<file path="config.mk">
export PLATFORM = sky130hd
export DESIGN_NAME = snapshot_chunk_reassembler_unit
export DESIGN_NICKNAME = d
export VERILOG_FILES = /design/src/hw/rtl/scr_pkg.sv /design/src/hw/rtl/scr_ram.sv /design/src/hw/rtl/scr_hdr.sv /design/src/hw/rtl/snapshot_chunk_reassembler_unit.sv
export SDC_FILE = /design/constraint.sdc
export NUM_CORES = 2
export LEC_CHECK = 0
export BUFFER_PORTS_ARGS = -buffer_cell sky130_fd_sc_hd__buf_2
export CAP_MARGIN = 15
export CORE_ASPECT_RATIO = 0.5
export CORE_MARGIN = 4
export CORE_UTILIZATION = 40
export DETAILED_ROUTE_END_ITERATION = 8
export PLACE_DENSITY = 0.54
export REMOVE_ABC_BUFFERS = 1
export SLEW_MARGIN = 20
export SYNTH_ARGS = -nofsm -noshare
export SYNTH_HDL_FRONTEND = slang
export SYNTH_SLANG_ARGS = --single-unit
</file>
<file path="constraint.sdc">
create_clock -name clk -period 8.6 [get_ports clk]
set_clock_uncertainty 0.1 [all_clocks]
set_input_delay 2.58 -clock clk [delete_from_list [all_inputs] [get_ports clk]]
set_output_delay 2.58 -clock clk [all_outputs]
set_load 0.01 [all_outputs]
</file>
<file path="src/hw/rtl/scr_pkg.sv">
`default_nettype none
// ----------------------------------------------------------------------------
// Snapshot chunk reassembler package
// Shared sizes, result status codes, the operation code and the decision
// record that the header logic hands to the top level.
// ----------------------------------------------------------------------------
package scr_pkg;

    localparam int MAX_ENTRIES       = 64;
    localparam int ENTRIES_PER_CHUNK = 4;
    localparam int MAX_CHUNKS        = 16;

    localparam int IDX_W  = $clog2(MAX_ENTRIES);
    localparam int CI_W   = $clog2(MAX_CHUNKS);
    localparam int CNT_W  = 5;
    localparam int TOT_W  = 7;
    localparam int STA_W  = 8;
    localparam int VER_W  = 32;
    localparam int AGE_W  = 32;
    localparam int DATA_W = 64;

    localparam logic [AGE_W-1:0] TIMEOUT_RESET = 32'd5000;

    typedef enum logic [2:0] {
        STS_ACCEPTED  = 3'd0,
        STS_STALE     = 3'd1,
        STS_MALFORMED = 3'd2,
        STS_BUSY      = 3'd3,
        STS_COMPLETE  = 3'd4,
        STS_TICK      = 3'd5,
        STS_TIMEOUT   = 3'd6
    } status_t;

    typedef enum logic [0:0] {
        OP_ENTRY = 1'b0,
        OP_TICK  = 1'b1
    } op_t;

    // Outcome of one request, as judged against the staging header
    typedef struct packed {
        status_t              status;
        logic                 complete;
        logic                 wr_en;
        logic [IDX_W-1:0]     wr_idx;
        logic [STA_W-1:0]     sta;
        logic [VER_W-1:0]     ver;
        logic [TOT_W-1:0]     tot;
    } scr_dec_t;

endpackage
`default_nettype wire

</file>
<file path="src/hw/rtl/scr_ram.sv">
`default_nettype none
// ----------------------------------------------------------------------------
// Generic single-port-write RAM
// One write port and one read port; read data is registered and holds
// between read enables.
// ----------------------------------------------------------------------------
module scr_ram #(
    parameter int WIDTH = 64,
    parameter int DEPTH = 64
) (
    input  wire logic                     clk,
    input  wire logic                     we,
    input  wire logic [$clog2(DEPTH)-1:0] waddr,
    input  wire logic [WIDTH-1:0]         wdata,
    input  wire logic                     re,
    input  wire logic [$clog2(DEPTH)-1:0] raddr,
    output logic      [WIDTH-1:0]         rdata
);

    logic [WIDTH-1:0] mem [DEPTH];

    // Write port
    always_ff @(posedge clk)
    begin
        if (we)
        begin
            mem[waddr] <= wdata;
        end
    end

    // Registered read port
    always_ff @(posedge clk)
    begin
        if (re)
        begin
            rdata <= mem[raddr];
        end
    end

endmodule
`default_nettype wire

</file>
<file path="src/hw/rtl/scr_hdr.sv">
`default_nettype none
// ----------------------------------------------------------------------------
// Snapshot staging header
// Holds the header of the snapshot in progress, the received-chunk mask and
// the age counter, judges each request against them and updates them when
// the request is taken.
// ----------------------------------------------------------------------------
module scr_hdr (
    input  wire logic                          clk,
    input  wire logic                          rst_n,
    input  wire logic                          take,
    input  wire logic [scr_pkg::AGE_W-1:0]     timeout,
    input  wire logic                          operation,
    input  wire logic [7:0]                    station_id,
    input  wire logic [31:0]                   snapshot_version,
    input  wire logic [7:0]                    chunk_count,
    input  wire logic [7:0]                    chunk_index,
    input  wire logic [7:0]                    total_members,
    input  wire logic [31:0]                   local_version,
    input  wire logic [1:0]                    slot,
    input  wire logic                          has_entry,
    input  wire logic                          chunk_end,
    output scr_pkg::scr_dec_t                  dec
);
    import scr_pkg::*;

    logic [STA_W-1:0]      station_reg, station_next;
    logic [VER_W-1:0]      version_reg, version_next;
    logic [CNT_W-1:0]      chunks_reg,  chunks_next;
    logic [TOT_W-1:0]      total_reg,   total_next;
    logic [MAX_CHUNKS-1:0] mask_reg,    mask_next;
    logic [AGE_W-1:0]      age_reg,     age_next;

    logic [AGE_W-1:0]      age_inc;
    logic                  malformed;
    logic                  same;
    logic                  stalled;
    logic [11:0]           idx_full;
    logic [MAX_CHUNKS-1:0] mask_new;
    logic [MAX_CHUNKS:0]   full_ext;

    // Saturating age increment and store address
    assign age_inc  = (&age_reg) ? age_reg : age_reg + 32'd1;
    assign idx_full = 12'(chunk_index) * 12'(ENTRIES_PER_CHUNK) + 12'(slot);

    assign malformed = (chunk_count == 8'd0)
                    || ({1'b0, chunk_count} > 9'(MAX_CHUNKS))
                    || (chunk_index >= chunk_count)
                    || ({1'b0, total_members} > 9'(MAX_ENTRIES));
    assign same      = (station_reg == station_id) && (version_reg == snapshot_version)
                    && (chunks_reg == chunk_count[CNT_W-1:0])
                    && (total_reg == total_members[TOT_W-1:0]);
    assign stalled   = (age_reg >= timeout);

    // Judge the request and work out the next header
    always_comb
    begin
        dec          = '0;
        dec.status   = STS_ACCEPTED;
        station_next = station_reg;
        version_next = version_reg;
        chunks_next  = chunks_reg;
        total_next   = total_reg;
        mask_next    = mask_reg;
        age_next     = age_reg;
        mask_new     = '0;
        full_ext     = '0;
        if (operation == OP_TICK)
        begin
            age_next = age_inc;
            if ((station_reg != '0) && (age_inc > timeout))
            begin
                dec.status   = STS_TIMEOUT;
                dec.sta      = station_reg;
                dec.ver      = version_reg;
                dec.tot      = total_reg;
                station_next = '0;
                version_next = '0;
                chunks_next  = '0;
                total_next   = '0;
                mask_next    = '0;
                age_next     = '0;
            end
            else
            begin
                dec.status = STS_TICK;
            end
        end
        else if (snapshot_version < local_version)
        begin
            dec.status = STS_STALE;
        end
        else if (malformed)
        begin
            dec.status = STS_MALFORMED;
        end
        else if (!same && (station_reg != '0) && (snapshot_version <= version_reg)
                 && !stalled)
        begin
            dec.status = STS_BUSY;
        end
        else
        begin
            // Join the snapshot, or restart staging on a new header
            if (!same)
            begin
                station_next = station_id;
                version_next = snapshot_version;
                chunks_next  = chunk_count[CNT_W-1:0];
                total_next   = total_members[TOT_W-1:0];
                mask_next    = '0;
                age_next     = '0;
            end
            dec.wr_en  = has_entry && (5'(slot) < 5'(ENTRIES_PER_CHUNK))
                      && (idx_full < 12'(MAX_ENTRIES));
            dec.wr_idx = idx_full[IDX_W-1:0];
            if (chunk_end)
            begin
                mask_new  = mask_next
                          | ({{(MAX_CHUNKS-1){1'b0}}, 1'b1} << chunk_index[CI_W-1:0]);
                mask_next = mask_new;
                full_ext  = ({{MAX_CHUNKS{1'b0}}, 1'b1} << chunks_next)
                          - {{MAX_CHUNKS{1'b0}}, 1'b1};
                if (mask_new == full_ext[MAX_CHUNKS-1:0])
                begin
                    dec.status   = STS_COMPLETE;
                    dec.complete = 1'b1;
                    dec.sta      = station_next;
                    dec.ver      = version_next;
                    dec.tot      = total_next;
                    station_next = '0;
                    version_next = '0;
                    chunks_next  = '0;
                    total_next   = '0;
                    mask_next    = '0;
                    age_next     = '0;
                end
            end
        end
    end

    // Header registers, updated on a taken request
    always_ff @(posedge clk or negedge rst_n)
    begin
        if (!rst_n)
        begin
            station_reg <= '0;
            version_reg <= '0;
            chunks_reg  <= '0;
            total_reg   <= '0;
            mask_reg    <= '0;
            age_reg     <= '0;
        end
        else if (take)
        begin
            station_reg <= station_next;
            version_reg <= version_next;
            chunks_reg  <= chunks_next;
            total_reg   <= total_next;
            mask_reg    <= mask_next;
            age_reg     <= age_next;
        end
    end

endmodule
`default_nettype wire

</file>
<file path="src/hw/rtl/snapshot_chunk_reassembler_unit.sv">
`default_nettype none
// ----------------------------------------------------------------------------
// Snapshot chunk reassembler
// Stages chunk entries of a versioned snapshot and reads them out once every
// chunk has arrived.
// ----------------------------------------------------------------------------
// A request (chunk entry or tick) is taken and, unless it completes a
// snapshot with entries, yields one result from the output register; such
// requests flow one per cycle while results are taken. A completing request
// starts a readout of total_members results from the registered-read staging
// RAM, one result per cycle while results are taken; no request is taken
// during the readout. Entries never written since reset read out as zero.
// The stall timeout register is to be written through cfg_we/cfg_wdata only
// while the block is idle; the block itself does not enforce this.
// ----------------------------------------------------------------------------
module snapshot_chunk_reassembler_unit (
    input  wire logic        clk,
    input  wire logic        rst_n,
    // Configuration
    input  wire logic        cfg_we,
    input  wire logic [31:0] cfg_wdata,
    // Request channel
    input  wire logic        in_valid,
    output logic             in_stall,
    input  wire logic        operation,
    input  wire logic [7:0]  station_id,
    input  wire logic [31:0] snapshot_version,
    input  wire logic [7:0]  chunk_count,
    input  wire logic [7:0]  chunk_index,
    input  wire logic [7:0]  total_members,
    input  wire logic [31:0] local_version,
    input  wire logic [1:0]  slot,
    input  wire logic        has_entry,
    input  wire logic [63:0] entry_data,
    input  wire logic        chunk_end,
    // Result channel
    output logic             out_valid,
    input  wire logic        out_stall,
    output logic [2:0]       status,
    output logic [7:0]       station_id_res,
    output logic [31:0]      snapshot_version_res,
    output logic [6:0]       total_members_res,
    output logic [5:0]       entry_index,
    output logic [63:0]      entry_out,
    output logic             entry_valid,
    output logic             last
);
    import scr_pkg::*;

    typedef enum logic [1:0] {
        S_IDLE  = 2'b01,
        S_BURST = 2'b10
    } state_t;

    state_t                state_reg, state_next;
    logic [AGE_W-1:0]      timeout_reg;
    scr_dec_t              dec;
    logic                  take;
    logic                  out_free;

    // Readout bookkeeping
    logic [TOT_W-1:0]      rd_cnt_reg;
    logic [TOT_W-1:0]      rd_n_reg;
    logic                  rd_pend_reg;
    logic [IDX_W-1:0]      rd_idx_reg;
    logic                  rd_vld_reg;
    logic [STA_W-1:0]      b_sta_reg;
    logic [VER_W-1:0]      b_ver_reg;
    logic [TOT_W-1:0]      b_tot_reg;
    logic                  issue;
    logic                  load_burst;
    logic                  burst_last;
    logic [MAX_ENTRIES-1:0] written_reg;
    logic [DATA_W-1:0]     ram_rdata;

    // Output registers
    logic                  out_valid_reg;
    status_t               status_reg;
    logic [STA_W-1:0]      sta_reg;
    logic [VER_W-1:0]      ver_reg;
    logic [TOT_W-1:0]      tot_reg;
    logic [IDX_W-1:0]      idx_reg;
    logic [DATA_W-1:0]     data_reg;
    logic                  evld_reg;
    logic                  last_reg;

    assign out_free   = !out_valid_reg || !out_stall;
    assign in_stall   = !((state_reg == S_IDLE) && out_free);
    assign take       = in_valid && !in_stall;
    assign load_burst = (state_reg == S_BURST) && rd_pend_reg && out_free;
    assign issue      = (state_reg == S_BURST) && (rd_cnt_reg < rd_n_reg)
                     && (!rd_pend_reg || load_burst);
    assign burst_last = ({1'b0, rd_idx_reg} == rd_n_reg - 7'd1);

    scr_hdr u_hdr (
        .clk              (clk),
        .rst_n            (rst_n),
        .take             (take),
        .timeout          (timeout_reg),
        .operation        (operation),
        .station_id       (station_id),
        .snapshot_version (snapshot_version),
        .chunk_count      (chunk_count),
        .chunk_index      (chunk_index),
        .total_members    (total_members),
        .local_version    (local_version),
        .slot             (slot),
        .has_entry        (has_entry),
        .chunk_end        (chunk_end),
        .dec              (dec)
    );

    scr_ram #(
        .WIDTH (DATA_W),
        .DEPTH (MAX_ENTRIES)
    ) u_ram (
        .clk   (clk),
        .we    (take && dec.wr_en),
        .waddr (dec.wr_idx),
        .wdata (entry_data),
        .re    (issue),
        .raddr (rd_cnt_reg[IDX_W-1:0]),
        .rdata (ram_rdata)
    );

    // Hold the stall timeout register
    always_ff @(posedge clk or negedge rst_n)
    begin
        if (!rst_n)
        begin
            timeout_reg <= TIMEOUT_RESET;
        end
        else if (cfg_we)
        begin
            timeout_reg <= cfg_wdata;
        end
    end

    // Mark entries written since reset; unwritten ones read as zero
    always_ff @(posedge clk or negedge rst_n)
    begin
        if (!rst_n)
        begin
            written_reg <= '0;
        end
        else if (take && dec.wr_en)
        begin
            written_reg[dec.wr_idx] <= 1'b1;
        end
    end

    // Sequence between request intake and readout
    always_comb
    begin
        state_next = state_reg;
        case (state_reg)
            S_IDLE:
            begin
                if (take && dec.complete && (dec.tot != '0))
                begin
                    state_next = S_BURST;
                end
            end
            S_BURST:
            begin
                if (load_burst && burst_last)
                begin
                    state_next = S_IDLE;
                end
            end
            default:
            begin
                state_next = S_IDLE;
            end
        endcase
    end

    // Control registers
    always_ff @(posedge clk or negedge rst_n)
    begin
        if (!rst_n)
        begin
            state_reg     <= S_IDLE;
            rd_pend_reg   <= 1'b0;
            rd_cnt_reg    <= '0;
            rd_n_reg      <= '0;
            out_valid_reg <= 1'b0;
        end
        else
        begin
            state_reg <= state_next;
            if (take && dec.complete && (dec.tot != '0))
            begin
                rd_cnt_reg <= '0;
                rd_n_reg   <= dec.tot;
            end
            else if (issue)
            begin
                rd_cnt_reg <= rd_cnt_reg + 7'd1;
            end
            if (issue)
            begin
                rd_pend_reg <= 1'b1;
            end
            else if (load_burst)
            begin
                rd_pend_reg <= 1'b0;
            end
            if (take && !(dec.complete && (dec.tot != '0)))
            begin
                out_valid_reg <= 1'b1;
            end
            else if (load_burst)
            begin
                out_valid_reg <= 1'b1;
            end
            else if (!out_stall)
            begin
                out_valid_reg <= 1'b0;
            end
        end
    end

    // Readout payload: header capture and read tag
    always_ff @(posedge clk)
    begin
        if (take && dec.complete)
        begin
            b_sta_reg <= dec.sta;
            b_ver_reg <= dec.ver;
            b_tot_reg <= dec.tot;
        end
        if (issue)
        begin
            rd_idx_reg <= rd_cnt_reg[IDX_W-1:0];
            rd_vld_reg <= written_reg[rd_cnt_reg[IDX_W-1:0]];
        end
    end

    // Load the output register from a single result or from the readout
    always_ff @(posedge clk)
    begin
        if (take && !(dec.complete && (dec.tot != '0)))
        begin
            status_reg <= dec.status;
            sta_reg    <= dec.sta;
            ver_reg    <= dec.ver;
            tot_reg    <= dec.tot;
            idx_reg    <= '0;
            data_reg   <= '0;
            evld_reg   <= 1'b0;
            last_reg   <= 1'b1;
        end
        else if (load_burst)
        begin
            status_reg <= STS_COMPLETE;
            sta_reg    <= b_sta_reg;
            ver_reg    <= b_ver_reg;
            tot_reg    <= b_tot_reg;
            idx_reg    <= rd_idx_reg;
            data_reg   <= rd_vld_reg ? ram_rdata : '0;
            evld_reg   <= 1'b1;
            last_reg   <= burst_last;
        end
    end

    assign out_valid            = out_valid_reg;
    assign status               = status_reg;
    assign station_id_res       = sta_reg;
    assign snapshot_version_res = ver_reg;
    assign total_members_res    = tot_reg;
    assign entry_index          = idx_reg;
    assign entry_out            = data_reg;
    assign entry_valid          = evld_reg;
    assign last                 = last_reg;

endmodule
`default_nettype wire

</file>
==> reports/results.ini <==
[status]
outcome=complete, no violations

[job]
maxCapViolCount=0

[global_route]
grt_max_degree=117
gr-usage-all-layers=0.216
grt_pass1_wl_um=702000
grt_pass1_vias=87600
antenna_found_initial=43
gr-total-overflow=0

[timing]
relSlewSlack=0.301
setup-tns-final_ns=0
slew_viol_final=0
finalHoldViolations=0
fmax_mhz=143
final.min_clock_period_ns=7.01
setup_viol=0
min_period_over_period=0.815
rsz0062_at_grt=false
tightest_slew_ns=1.05

[critical_path]
crit_start=snapshot_version[11]
r2r_setup_slack_ns=2.01
reg2reg_to=snapshot_version_res[8]
worst-path-max-fanout=14
worstReg2RegStart=u_hdr.age_reg[3]
arrival_ns=7.53
crit_type=in2reg
end_kind=flop
crit_path_end=u_ram.mem[28][21]
r2r_cells=18
start_kind=input port
cp.required_ns=9.12

[drt]
vias=87800
remaining_drc_errors=0
drtAntennaViolNets=0
finalWirelength_um=501000
wl_per_cell_um=33.5
drt_iter0_drc=11100
viasPerCell=5.87
first_pass_iters=6

[die]
core_um2=441000
die_y_um=479
initial_utilization=0.403
rows=172
ios=326
fp.dieW_um=951
die-area_um2=456000

[pwr]
p_int_w=0.0348
power_frac_seq=0.554
vdd_drop_max_mv=0.179
power_w=0.0438
clkPwrFrac=0.428
p_sw_w=0.00901
power_frac_comb=0.018
p_sw_frac=0.206
leakagePower_nw=63.4
power_density_nw_per_um2=215

[final_layout]
largest_register_ffs=4096
final_cells=14900
final_common_cell=edfxtp_1
largest-register=u_ram.mem
most-common-layout-cells=edfxtp_1 (4264), mux4_2 (1365), clkbuf_16 (422)
syn_to_final_growth_pct=14.7
final_nets=9020
drive_gt1_frac=0.311

[clock_network]
cts_tree=done
postCtsHoldBufs=0
cts.sinks=4550
numCtsBuffers=417
cts_resized=0
cts.clk_slew.worst_paths_ns=0.06
clk_path_buf_depth=4
cts_setup_buffers=0
h-tree-depth=5
clk_latency_ns=0.96
root_buffer=clkbuf_16

[logic_synthesis]
yosysSeqAreaShare=0.758
synth_seq_cells=4550
synth_top_family_by_area=multiplexers
syn_inst=8000
synth_compound_area_frac=0.0221
synth_xor_area_frac=0.00325
yosysTopAreaCell=edfxtp_1
ys_top_cells_by_area=edfxtp_1 (72%), mux4_2 (17%), dfrtp_1 (2.9%)
yosys.area_share.simple=0.0189
synthFlopType=edfxtp_1
syn_area_um2=178000
synthAdderAreaFrac=0.0102
async_flop_share=0.0470
synth-edff-count=4264
synth_top_cell_area_share=0.720
ys_types=85
avgSynthCellArea_um2=22.2
synthMuxAreaShare=0.175
yosysWarningCount=0

[min_path]
hold_depth=2
hold_class=reg2reg

[place]
gp_congestion=0.821
port_buffers=325
placedCellCount=14200
hpwlAfterDp_um=295000

==> Yosys cell counts (51+ instances only) <==
| cell | count |
|---|---|
| dfrtp_1 | 208 |
| ha_1 | 145 |
| edfxtp_1 | 4264 |
| nand3_1 | 116 |
| buf_1 | 89 |
| mux4_2 | 1365 |
| a21oi_1 | 166 |
| dfxtp_1 | 72 |
| inv_1 | 128 |
| nand2_1 | 260 |
| clkbuf_1 | 316 |
| o21ai_0 | 99 |
| a22o_1 | 80 |
| nor2_1 | 126 |
| o21bai_1 | 66 |
| a21o_1 | 51 |
==> per-layer routing <==
layer	vias up	GRT usage	wire length, µm
li1	35200	-	-
met1	48300	0.329	223000
met5	-	0	0
met2	3677	0.331	228000
met3	563	0.0419	40600
met4	0	0.0385	9420
==> worst min path at each step <==
stage	end	slack [ns]	from
after global routing	entry_out[27]	0.37	entry_out[27]
after detailed placement	entry_out[48]	0.34	entry_out[48]
final	entry_out[18]	0.35	entry_out[18]
after CTS	entry_out[6]	0.35	entry_out[6]
after floorplan	written_reg[10]	0.34	written_reg[10]
after global placement	entry_out[18]	0.34	entry_out[18]
==> layout make-up <==
| type | count | area, µm² |
|---|---|---|
| well taps | 5916 | 7400 |
| repair buffers | 685 | 6250 |
| multi-input cells | 2891 | 41400 |
| diodes | 11 | 27.5 |
| flip-flops and latches | 4550 | 135000 |
| clock inverters | 237 | 2380 |
| fillers | 36400 | 237000 |
| clock buffers | 528 | 11100 |
| inverters | 128 | 480 |
==> cell families (layout without fill, tap and decap cells) <==
| family | count (synthesis) | count (layout) |
|---|---|---|
| other | 0 | 11 |
| flip-flops | 4550 | 4550 |
| adder cells (fa/ha/maj) | 145 | 145 |
| AND/OR/NAND/NOR | 692 | 692 |
| buffers and inverters | 559 | 1578 |
| XOR/XNOR | 66 | 66 |
| multiplexers | 1396 | 1396 |
| AO/OA/AOI/OAI | 592 | 592 |
==> stage by stage <==
stage               hold WS, ns  cell area (µm²)  worst slack [ns]   util
floorplan                 0.338           176000            -35.26      -
global placement          0.335           190000             0.746  0.431
detailed placement        0.341           190000             0.760  0.432
CTS                       0.350           204000              1.77  0.462
global route              0.369           204000              1.44  0.462
finish                    0.348           204000              1.59  0.462
==> power by group through the flow <==
stage | Clock [W] | Sequential, W | Combinational, W
2_1_floorplan | 0 | 0.0247 | 0.000235
3_3_place_gp | 0 | 0.0247 | 0.000778
3_5_place_dp | 0 | 0.0247 | 0.000805
4_1_cts | 0.0191 | 0.0243 | 0.000804
5_1_grt | 0.0201 | 0.0242 | 0.000884
6_report | 0.0187 | 0.0243 | 0.000798
==> critical path: stages <==
cell	delay, ns
buf_2	0.13
ha_1	0.33
nand4_1	0.25
nor4_2	0.52
nand3_1	0.29
nor3_4	0.42
or3_1	0.17
nand4bb_2	0.21
nand4_1	0.48
or3_1	0.88
nor2_4	0.94
buf_12	0.26
Power figures use the tool's default switching activity.
